==> src/design/ljqs_pkg.sv <==
// Shared types and constants of the lane job queue scheduler.
package ljqs_pkg;
	localparam int NUM_LANES   = 4;
	localparam int QUEUE_DEPTH = 8;
	localparam int LW = (NUM_LANES > 1) ? $clog2(NUM_LANES) : 1;
	localparam int SW = (QUEUE_DEPTH > 1) ? $clog2(QUEUE_DEPTH) : 1;
	localparam int AW = LW + SW;
	localparam int NSLOT = NUM_LANES * QUEUE_DEPTH;

	localparam logic [2:0] CMD_ENQ     = 3'd0;
	localparam logic [2:0] CMD_EVENT   = 3'd1;
	localparam logic [2:0] CMD_DONE    = 3'd2;
	localparam logic [2:0] CMD_PAUSE   = 3'd4;
	localparam logic [2:0] CMD_RESUME  = 3'd5;
	localparam logic [2:0] CMD_UNBLOCK = 3'd6;

	localparam logic [3:0] EV_ONLINE   = 4'd0;
	localparam logic [3:0] EV_OFFLINE  = 4'd1;
	localparam logic [3:0] EV_COVER_O  = 4'd2;
	localparam logic [3:0] EV_COVER_C  = 4'd3;
	localparam logic [3:0] EV_PAPER_O  = 4'd4;
	localparam logic [3:0] EV_PAPER_NE = 4'd5;
	localparam logic [3:0] EV_PAPER_OK = 4'd6;
	localparam logic [3:0] EV_LINK_L   = 4'd7;
	localparam logic [3:0] EV_LINK_R   = 4'd8;

	localparam logic [1:0] K_HELD    = 2'd0;
	localparam logic [1:0] K_STARTED = 2'd1;
	localparam logic [1:0] K_OVF     = 2'd2;
	localparam logic [1:0] K_EXP     = 2'd3;

	localparam logic [1:0] REG_HOLD = 2'd0;
	localparam logic [1:0] REG_PRIO = 2'd1;
	localparam logic [1:0] REG_MAXD = 2'd2;
	localparam logic [1:0] REG_TTL  = 2'd3;

	// packed slot entry: job, prio, order, deadline-present, deadline
	localparam int EW = 16 + 8 + 32 + 1 + 32;

	typedef struct packed {
		logic [2:0]  command;
		logic [1:0]  lane;
		logic [15:0] job_tag;
		logic [7:0]  priority_req;
		logic [30:0] ttl_ms;
		logic [3:0]  event_code;
		logic        outcome_unknown;
		logic [31:0] now_ms;
	} item_t;

	typedef struct packed {
		logic        hold;
		logic        by_prio;
		logic [3:0]  depth_lim;
		logic [30:0] ttl;
	} cfg_t;
endpackage

==> src/design/ljqs_ram.sv <==
// Generic single-port-write RAM with registered read.
module ljqs_ram #(
	parameter int WIDTH = 8,
	parameter int DEPTH = 32
) (
	input  logic                     clk,
	input  logic                     we,
	input  logic [$clog2(DEPTH)-1:0] waddr,
	input  logic [WIDTH-1:0]         wdata,
	input  logic [$clog2(DEPTH)-1:0] raddr,
	output logic [WIDTH-1:0]         rdata
);
	logic [WIDTH-1:0] mem_q [DEPTH];
	always_ff @(posedge clk) begin
		if (we) mem_q[waddr] <= wdata;
		rdata <= mem_q[raddr];
	end
endmodule

==> src/design/ljqs_front.sv <==
// Front end: accepts commands into a short queue.
module ljqs_front (
	input  logic           clk,
	input  logic           arst_n,
	input  logic           push,
	input  ljqs_pkg::item_t push_item,
	input  logic           pop,
	output logic           empty,
	output logic           full,
	output ljqs_pkg::item_t head
);
	import ljqs_pkg::*;
	item_t q_q [2];
	logic rd_q, wr_q;
	logic [1:0] cnt_q;

	assign empty = (cnt_q == 2'd0);
	assign full  = (cnt_q == 2'd2);
	assign head  = q_q[rd_q];

	always_ff @(posedge clk) begin
		if (push) q_q[wr_q] <= push_item;
	end

	always_ff @(posedge clk or negedge arst_n) begin
		if (!arst_n) begin
			rd_q <= 1'b0;
			wr_q <= 1'b0;
			cnt_q <= 2'd0;
		end else begin
			if (push) wr_q <= ~wr_q;
			if (pop) rd_q <= ~rd_q;
			cnt_q <= cnt_q + {1'b0, push} - {1'b0, pop};
		end
	end
endmodule

==> src/design/ljqs_back.sv <==
// Back end: command execution, slot store and the per-lane pump sequencer.
module ljqs_back (
	input  logic            clk,
	input  logic            arst_n,
	input  ljqs_pkg::cfg_t  cfg,
	input  logic            empty,
	input  ljqs_pkg::item_t head,
	output logic            pop,
	output logic            res_valid,
	output logic [1:0]      kind,
	output logic [1:0]      out_lane,
	output logic [15:0]     out_job,
	output logic [31:0]     expired_total,
	output logic [31:0]     overflow_total,
	output logic [31:0]     started_total,
	output logic            last
);
	import ljqs_pkg::*;

	typedef enum logic [2:0] {
		S_IDLE, S_CMD, S_RD, S_CHK, S_EXP, S_START, S_NEXT
	} state_t;
	state_t state_q;

	logic [6:0] flags_q [NUM_LANES];
	logic [NSLOT-1:0] valid_q;
	logic [31:0] arr_q;
	item_t it_q;
	logic [LW-1:0] ln_q;
	logic [SW:0] k_q;
	logic found_q, bprio_q, pend_q;
	logic [SW-1:0] best_q;
	logic [7:0] bp_q;
	logic [31:0] ba_q;
	logic [15:0] bj_q;
	logic [1:0] p_kind_q, p_lane_q;
	logic [15:0] p_job_q;
	logic [31:0] cnt_exp_q, cnt_ovf_q, cnt_start_q;

	logic ram_we;
	logic [AW-1:0] ram_wa, ram_ra;
	logic [EW-1:0] ram_wd, ram_rd;

	ljqs_ram #(.WIDTH(EW), .DEPTH(NSLOT)) u_ram (
		.clk(clk), .we(ram_we), .waddr(ram_wa), .wdata(ram_wd),
		.raddr(ram_ra), .rdata(ram_rd)
	);

	logic [15:0] e_job;
	logic [7:0]  e_prio;
	logic [31:0] e_ord, e_dl, e_age;
	logic        e_has;
	assign {e_job, e_prio, e_ord, e_has, e_dl} = ram_rd;
	assign e_age = arr_q - e_ord;

	// lane view of valid bits
	logic [QUEUE_DEPTH-1:0] lv, cv;
	logic [LW-1:0] cl;
	assign cl = it_q.lane[LW-1:0];
	always_comb begin
		for (int i = 0; i < QUEUE_DEPTH; i++) begin
			lv[i] = valid_q[AW'(ln_q)*AW'(QUEUE_DEPTH) + AW'(i)];
			cv[i] = valid_q[AW'(cl)*AW'(QUEUE_DEPTH) + AW'(i)];
		end
	end

	function automatic logic drn(input logic [6:0] f, input logic hold);
		return !(|f[6:4]) && (!hold || f[3:0] == 4'd0);
	endfunction

	// enqueue classification
	logic [SW:0] held;
	logic [SW-1:0] fslot;
	logic ffound, lane_ok, ovf;
	logic [30:0] ttl_eff;
	assign lane_ok = ({30'd0, it_q.lane} < 32'(NUM_LANES));
	always_comb begin
		held = '0; fslot = '0; ffound = 1'b0;
		for (int i = QUEUE_DEPTH-1; i >= 0; i--) begin
			if (cv[i]) held = held + 1'b1;
			else begin
				ffound = 1'b1;
				fslot = SW'(i);
			end
		end
		ovf = (cfg.depth_lim != 4'd0 && 32'(held) >= 32'(cfg.depth_lim)) || !ffound;
		ttl_eff = (it_q.ttl_ms == 31'd0) ? cfg.ttl : it_q.ttl_ms;
	end

	logic exp_hit, cand_better;
	logic [31:0] dt;
	assign dt = it_q.now_ms - e_dl;
	assign exp_hit = e_has && !dt[31];
	always_comb begin
		if (!found_q) cand_better = 1'b1;
		else if (cfg.by_prio && e_prio != bp_q)
			cand_better = $signed(e_prio) > $signed(bp_q);
		else cand_better = e_age > ba_q;
	end

	logic [SW-1:0] kk;
	assign kk = k_q[SW-1:0];
	assign ram_ra = AW'(ln_q) * AW'(QUEUE_DEPTH) + AW'(kk);
	assign pop = (state_q == S_IDLE) && !empty;

	logic last_lane;
	assign last_lane = (32'(ln_q) == 32'(NUM_LANES-1));

	always_comb begin
		ram_we = (state_q == S_CMD) && lane_ok && it_q.command == CMD_ENQ &&
			!drn(flags_q[cl], cfg.hold) && !ovf;
		ram_wa = AW'(cl) * AW'(QUEUE_DEPTH) + AW'(fslot);
		ram_wd = {it_q.job_tag, it_q.priority_req, arr_q, (ttl_eff != 31'd0),
			it_q.now_ms + {1'b0, ttl_eff}};
	end

	// a result waits in the p_ registers until the next one is known,
	// so the final one of a command can carry last
	logic new_res, fin, flush;
	assign new_res = (state_q == S_CMD && lane_ok && it_q.command == CMD_ENQ) ||
		((state_q == S_EXP || state_q == S_START) && found_q);
	assign fin = (state_q == S_NEXT) && last_lane;
	assign flush = pend_q && (new_res || fin);

	always_ff @(posedge clk or negedge arst_n) begin
		if (!arst_n) begin
			state_q <= S_IDLE;
			for (int i = 0; i < NUM_LANES; i++) flags_q[i] <= '0;
			valid_q <= '0;
			arr_q <= '0;
			it_q <= '0;
			expired_total <= '0;
			overflow_total <= '0;
			started_total <= '0;
			cnt_exp_q <= '0; cnt_ovf_q <= '0; cnt_start_q <= '0;
			res_valid <= 1'b0;
			pend_q <= 1'b0;
			kind <= '0; out_lane <= '0; out_job <= '0; last <= 1'b0;
			p_kind_q <= '0; p_lane_q <= '0; p_job_q <= '0;
			ln_q <= '0; k_q <= '0; found_q <= 1'b0; bprio_q <= 1'b0;
			best_q <= '0; bp_q <= '0; ba_q <= '0; bj_q <= '0;
		end else begin
			case (state_q)
			S_IDLE: begin
				if (!empty) begin
					it_q <= head;
					state_q <= S_CMD;
				end
			end
			S_CMD: begin
				ln_q <= '0;
				k_q <= '0;
				found_q <= 1'b0;
				bprio_q <= 1'b0;
				state_q <= S_RD;
				if (lane_ok) begin
					case (it_q.command)
					CMD_ENQ: begin
						p_lane_q <= it_q.lane;
						p_job_q <= it_q.job_tag;
						if (drn(flags_q[cl], cfg.hold)) begin
							flags_q[cl][6] <= 1'b1;
							cnt_start_q <= cnt_start_q + 32'd1;
							p_kind_q <= K_STARTED;
						end else if (ram_we) begin
							valid_q[AW'(cl)*AW'(QUEUE_DEPTH) + AW'(fslot)] <= 1'b1;
							arr_q <= arr_q + 32'd1;
							p_kind_q <= K_HELD;
						end else begin
							cnt_ovf_q <= cnt_ovf_q + 32'd1;
							p_kind_q <= K_OVF;
						end
					end
					CMD_EVENT: begin
						case (it_q.event_code)
						EV_ONLINE: flags_q[cl][0] <= 1'b0;
						EV_OFFLINE: flags_q[cl][0] <= 1'b1;
						EV_COVER_O: flags_q[cl][1] <= 1'b1;
						EV_COVER_C: flags_q[cl][1] <= 1'b0;
						EV_PAPER_O: flags_q[cl][2] <= 1'b1;
						EV_PAPER_NE, EV_PAPER_OK: flags_q[cl][2] <= 1'b0;
						EV_LINK_L: flags_q[cl][3] <= 1'b1;
						EV_LINK_R: flags_q[cl][3] <= 1'b0;
						default: ;
						endcase
					end
					CMD_DONE: begin
						flags_q[cl][6] <= 1'b0;
						if (it_q.outcome_unknown) flags_q[cl][4] <= 1'b1;
					end
					CMD_PAUSE: flags_q[cl][5] <= 1'b1;
					CMD_RESUME: flags_q[cl][5] <= 1'b0;
					CMD_UNBLOCK: flags_q[cl][4] <= 1'b0;
					default: ;
					endcase
				end
			end
			S_RD: begin
				// read address issued; scan data arrives next cycle
				state_q <= S_CHK;
			end
			S_CHK: begin
				// expiry scan (bprio_q=0) picks oldest expired; start scan picks best
				if (lv[kk] && (bprio_q ? 1'b1 : exp_hit) &&
					(bprio_q ? cand_better : (!found_q || e_age > ba_q))) begin
					found_q <= 1'b1;
					best_q <= kk;
					bp_q <= e_prio;
					ba_q <= e_age;
					bj_q <= e_job;
				end
				if (k_q == (SW+1)'(QUEUE_DEPTH-1)) begin
					k_q <= '0;
					state_q <= bprio_q ? S_START : S_EXP;
				end else begin
					k_q <= k_q + 1'b1;
					state_q <= S_RD;
				end
			end
			S_EXP: begin
				found_q <= 1'b0;
				if (found_q) begin
					valid_q[AW'(ln_q)*AW'(QUEUE_DEPTH) + AW'(best_q)] <= 1'b0;
					p_kind_q <= K_EXP; p_lane_q <= 2'(ln_q); p_job_q <= bj_q;
					cnt_exp_q <= cnt_exp_q + 32'd1;
					state_q <= S_RD;
				end else if (drn(flags_q[ln_q], cfg.hold)) begin
					bprio_q <= 1'b1;
					state_q <= S_RD;
				end else state_q <= S_NEXT;
			end
			S_START: begin
				found_q <= 1'b0;
				bprio_q <= 1'b0;
				if (found_q) begin
					valid_q[AW'(ln_q)*AW'(QUEUE_DEPTH) + AW'(best_q)] <= 1'b0;
					flags_q[ln_q][6] <= 1'b1;
					p_kind_q <= K_STARTED; p_lane_q <= 2'(ln_q); p_job_q <= bj_q;
					cnt_start_q <= cnt_start_q + 32'd1;
				end
				state_q <= S_NEXT;
			end
			S_NEXT: begin
				if (last_lane) begin
					state_q <= S_IDLE;
				end else begin
					ln_q <= ln_q + 1'b1;
					state_q <= S_RD;
				end
			end
			default: state_q <= S_IDLE;
			endcase

			// the counters have not moved since the waiting result was made
			res_valid <= flush;
			if (flush) begin
				kind <= p_kind_q;
				out_lane <= p_lane_q;
				out_job <= p_job_q;
				expired_total <= cnt_exp_q;
				overflow_total <= cnt_ovf_q;
				started_total <= cnt_start_q;
				last <= fin;
			end
			if (fin) pend_q <= 1'b0;
			else if (new_res) pend_q <= 1'b1;
		end
	end
endmodule

==> src/design/lane_job_queue_scheduler_unit.sv <==
// Top level of the lane job queue scheduler.
// Commands enter on start/busy: one is accepted at a clock edge with start high
// and busy low. The front end parks it in a two-entry queue; busy is high while
// both entries are taken. The back end applies the command to the lane flags or
// slot store, then pumps every lane in order. Per lane the pump scans the
// QUEUE_DEPTH slots of the slot RAM (one read port; each slot is read in S_RD
// and checked in S_CHK) for the oldest expired job, repeating after each
// expiry, then on a drainable lane scans once more to pick a job to start.
// The back end takes a new item only after the pump for the last has ended.
// Results appear on kind/out_lane/out_job and the totals for one cycle each,
// marked by done; each waits until the next is known so that last can mark the
// final one, which leaves the cycle after the pump ends. The receiver cannot
// stall. Reset clears flags, valid bits and counters; configuration resets to
// hold on, the rest zero. Slot contents are written before they are read.
// Configuration is an APB slave at byte addresses 0,4,8,12.
module lane_job_queue_scheduler_unit (
	input  logic        clk,
	input  logic        arst_n,
	input  logic        start,
	output logic        busy,
	input  logic [2:0]  command,
	input  logic [1:0]  lane,
	input  logic [15:0] job_tag,
	input  logic signed [7:0] priority_req,
	input  logic [30:0] ttl_ms,
	input  logic [3:0]  event_code,
	input  logic        outcome_unknown,
	input  logic [31:0] now_ms,
	output logic        done,
	output logic [1:0]  kind,
	output logic [1:0]  out_lane,
	output logic [15:0] out_job,
	output logic [31:0] expired_total,
	output logic [31:0] overflow_total,
	output logic [31:0] started_total,
	output logic        last,
	input  logic        psel,
	input  logic        penable,
	input  logic        pwrite,
	input  logic [3:0]  paddr,
	input  logic [31:0] pwdata,
	output logic [31:0] prdata,
	output logic        pready
);
	import ljqs_pkg::*;
	cfg_t cfg_q;
	item_t in_item, head;
	logic empty, full, pop;
	logic [1:0] ridx;

	assign pready = 1'b1;
	assign ridx = paddr[3:2];
	assign busy = full;
	assign in_item = {command, lane, job_tag, priority_req, ttl_ms, event_code,
		outcome_unknown, now_ms};

	always_ff @(posedge clk or negedge arst_n) begin
		if (!arst_n) begin
			cfg_q <= '{hold: 1'b1, by_prio: 1'b0, depth_lim: 4'd0, ttl: 31'd0};
		end else if (psel && penable && pwrite) begin
			case (ridx)
			REG_HOLD: cfg_q.hold <= pwdata[0];
			REG_PRIO: cfg_q.by_prio <= pwdata[0];
			REG_MAXD: cfg_q.depth_lim <= pwdata[3:0];
			REG_TTL: cfg_q.ttl <= pwdata[30:0];
			default: ;
			endcase
		end
	end

	always_comb begin
		case (ridx)
		REG_HOLD: prdata = {31'd0, cfg_q.hold};
		REG_PRIO: prdata = {31'd0, cfg_q.by_prio};
		REG_MAXD: prdata = {28'd0, cfg_q.depth_lim};
		REG_TTL: prdata = {1'b0, cfg_q.ttl};
		default: prdata = '0;
		endcase
	end

	ljqs_front u_front (
		.clk(clk), .arst_n(arst_n), .push(start && !full), .push_item(in_item),
		.pop(pop), .empty(empty), .full(full), .head(head)
	);

	ljqs_back u_back (
		.clk(clk), .arst_n(arst_n), .cfg(cfg_q), .empty(empty), .head(head),
		.pop(pop), .res_valid(done), .kind(kind), .out_lane(out_lane),
		.out_job(out_job), .expired_total(expired_total),
		.overflow_total(overflow_total), .started_total(started_total), .last(last)
	);
endmodule

==> config.mk <==
export PLATFORM = sky130hd
export DESIGN_NAME = lane_job_queue_scheduler_unit
export DESIGN_NICKNAME = d
export VERILOG_FILES = /design/src/design/ljqs_pkg.sv /design/src/design/ljqs_ram.sv /design/src/design/ljqs_front.sv /design/src/design/ljqs_back.sv /design/src/design/lane_job_queue_scheduler_unit.sv
export SDC_FILE = /design/constraint.sdc
export NUM_CORES = 2
export LEC_CHECK = 0
export ABC_AREA = 0
export BUFFER_PORTS_ARGS = -buffer_cell sky130_fd_sc_hd__buf_2
export CORE_ASPECT_RATIO = 1.2
export CORE_MARGIN = 2
export CORE_UTILIZATION = 45
export CTS_CLUSTER_SIZE = 14
export DETAILED_ROUTE_END_ITERATION = 7
export REMOVE_ABC_BUFFERS = 1
export SETUP_SLACK_MARGIN = 0.5
export SLEW_MARGIN = 20
export SYNTH_ARGS = -nofsm -noshare
export SYNTH_HDL_FRONTEND = slang
export SYNTH_SLANG_ARGS = --single-unit
==> constraint.sdc <==
create_clock -name clk -period 28.4 [get_ports clk]
set_input_delay 5.68 -clock clk [delete_from_list [all_inputs] [get_ports clk]]
set_output_delay 5.68 -clock clk [all_outputs]
set_load 0.005 [all_outputs]
==> results.py <==
metrics = {
    "global_routing": {
        "busiest_layer": "met2",
        "grt_max_degree": 129,
        "grt_pass1_vias": 77260,
        "use_met2_pct": 40.00,
        "grt_pass1_wl_mm": 542.3,
        "antenna_found_initial": 11,
        "grt_overflow": 0,
        "grtUsageMet1_pct": 30.17,
        "grt.total_usage_pct": 22.90,
        "use_met3_pct": 2.872,
    },
    "place": {
        "globalplace.congestion": 0.8439,
        "hpwl_mm": 201.2,
        "port_buffers": 285,
    },
    "yosys": {
        "synth_area_um2": 144900,
        "synth_compound_area_share_pct": 3.279,
        "synth_area_leaders": "edfxtp_1, mux4_2, dfrtp_1",
        "synth_xor_area_share_pct": 1.261,
        "synth.avg_cell_area_um2": 18.37,
        "synth_mux_area_share_pct": 14.85,
        "synth_edf_count": 3042,
        "ys_seq_area_share_pct": 73.53,
        "synth_simple_gate_area_share_pct": 4.301,
        "syn_inst": 7886,
        "synthFlopType": "edfxtp_1",
        "synthArstFlopShare_pct": 14.59,
        "synthTopCellsByCount": "edfxtp_1, nand2_1, mux4_2",
        "synthAdderAreaFrac_pct": 1.375,
        "synth_top_area_share_pct": 63.06,
        "yosysMostFrequentCell": "edfxtp_1",
        "synth_warnings": 0,
        "yosysTopAreaCell": "edfxtp_1",
        "ys_ff_latch": 3666,
        "synth_top_family_by_area": "multiplexers",
        "synth.distinct_cells": 92,
    },
    "timing": {
        "slew-limit-headroom_pct": 24.63,
        "fin_crit_ns": 12.72,
        "drv_slew": 0,
        "tightest_slew_ns": 1.131,
        "finClkSkew_ns": 0.07449,
        "grt_setup_unrepaired": "false",
        "fmax_ghz": 0.07865,
        "tns_ns": 0,
        "hold_violations": 0,
        "post-route-period-util_pct": 44.77,
        "finalSetupViolCount": 0,
    },
    "job": {
        "maxCapViolCount": 0,
    },
    "critical_path": {
        "worst_path_largest_cell_delay_ns": 0.61,
        "crit_chain": "buf_2 -> mux4_2 -> buf_2",
        "crit_buf_inv": 2,
        "crit_top_cell": "buf_2",
        "worstPathMaxFanout": 35,
        "crit_slowest_cell": "mux4_2",
        "critical_path_class": "in -> out",
        "cp-start-kind": "input pin",
        "rrSetupSlack_ns": 18.66,
        "crit_family": "buffers and inverters",
        "cp-end-kind": "output port",
        "worstPathArrival_ns": 7.04,
        "worstPathRequired_ns": 22.72,
    },
    "finish": {
        "drive_above_1_share_pct": 23.19,
        "fin_nets": 8633,
        "syn2layout_area_growth_pct": 13.52,
    },
    "clocking": {
        "cts_setup_buffers": 0,
        "worstSkewPairLatency_ns": 0.94,
        "holdBufCountCts": 0,
        "tritoncts": "built",
        "htree_levels": 5,
        "ctsResizeCount": 0,
        "clk_transition_reported_paths_ns": 0.06,
        "cts_root_buffer": "clkbuf_16",
        "numCtsBuffers": 365,
        "cts_max_path_buffers": 4,
        "clkSinkCount": 3666,
    },
    "pwr": {
        "leakage_nw": 56.24,
        "fin_total_pwr_mw": 17.14,
        "peakVddDrop_v": 0.0001039,
        "p_per_area_nw_per_um2": 104.2,
    },
    "drt": {
        "vias_per_cell": 5.866,
        "drt-initial-drc-count": 7808,
        "ant_nets": 0,
        "drt_first_pass_iters": 6,
        "wl_per_cell_um": 29.26,
        "drcViolationCount": 0,
        "num_vias": 75700,
        "routed_wl_mm": 377.5,
    },
    "floorplanning": {
        "rows": 228,
        "die_h_um": 625.5,
        "ioPinCount": 291,
        "start_util_pct": 45.14,
        "die_x_um": 521.9,
        "coreArea_um2": 320900,
        "die_area_um2": 326500,
    },
    "min_path": {
        "min_path_type": "reg -> reg",
    },
    "run_status": {
        "status": "complete, no violations",
    },
}
cell type report:
| cell class | count | area (um2) |
|---|---|---|
| Sequential cell | 3666 | 106600 |
| Clock inverter | 172 | 1852 |
| Tap cell | 4255 | 5324 |
| Clock buffer | 506 | 10100 |
| Fill cell | 25840 | 156500 |
| Multi-Input combinational cell | 3703 | 36960 |
| Timing Repair Buffer | 456 | 3084 |
| Inverter | 144 | 551.8 |
| Antenna cell | 2 | 5.005 |
metal layers:
metal	wire [um]	share of wire, %
met5	12	0.0032
met4	10670	2.8
met3	20750	5.5
met2	194000	51
met1	152100	40
cell families after synthesis:
group | Yosys count
buf+inv | 517
simple gates | 1421
xor+xnor | 206
flops | 3666
other cells | 2
mux | 1156
compound gates | 760
fa+ha+maj | 158
power breakdown:
group	internal [mW]	total, mW	switching, mW
Combinational	1.75	4.59	2.85
Clock	2.79	4.83	2.04
Sequential	7.28	7.72	0.437
through the flow:
stage	hold slack (ns)	utilization (%)	worst slack, ns	cell area [um2]	instances
5_1_grt	0.4733	51.24	15.61	164400	12900
3_3_place_gp	0.4433	47.42	15.70	152200	12220
4_1_cts	0.4657	51.18	15.66	164200	12900
3_5_place_dp	0.4520	47.46	15.67	152300	12220
2_1_floorplan	0.4394	-	-4.206	143400	7513
6_report	0.4639	51.24	15.68	164400	12900
placed cells by master, fill, tap and decap left out, types with 12 or more instances in the layout:
master	n
nand4_1	45
nand2b_1	22
bufinv_16	33
buf_4	143
o221ai_1	99
clkbuf_16	375
nor2_1	241
nor2b_1	23
xnor2_1	116
a21o_1	73
inv_1	141
nor3_1	30
dfrtp_2	24
and2_1	13
dfxtp_1	89
a31oi_1	35
nor2_4	35
clkbuf_8	22
and3_1	60
clkbuf_1	109
xnor2_2	13
xor2_1	62
o21bai_1	12
clkinv_1	46
mux2_2	100
mux2i_1	272
o21ai_0	188
mux4_2	783
dfrtp_1	504
buf_2	284
buf_12	24
nand3_1	61
nor4_1	24
edfxtp_1	3042
a21oi_1	238
clkinv_2	61
o22ai_1	30
ha_1	156
nand2_1	798
sequential cells by signal, indices dropped and copies added, names as in the netlist, 37 cells and up:
name                cells
cfg_q                  37
u_back.u_ram.rdata     89
u_front.q_q           194
u_back.it_q            95
u_back.u_ram.mem_q   2848
worst paths after layout:
check	from	to	depth (start not counted)
min reg2reg	u_back.u_ram.rdata[83]$_DFF_P_	u_back.bj_q[10]$_DFFE_PN0P_	1
max	paddr[2]	prdata[0]	3
max reg2reg	u_back.cl[1]$_DFFE_PN0P_	u_back.u_ram.mem_q[24][59]$_DFFE_PP_	29
min	u_back.u_ram.rdata[83]$_DFF_P_	u_back.bj_q[10]$_DFFE_PN0P_	1
max in group asynchronous	arst_n	u_front.rd_q$_DFFE_PN0P_	5
min in group asynchronous	arst_n	u_back.expired_total[25]$_DFFE_PN0P_	1
No activity file was read; power rests on OpenSTA's default activity.
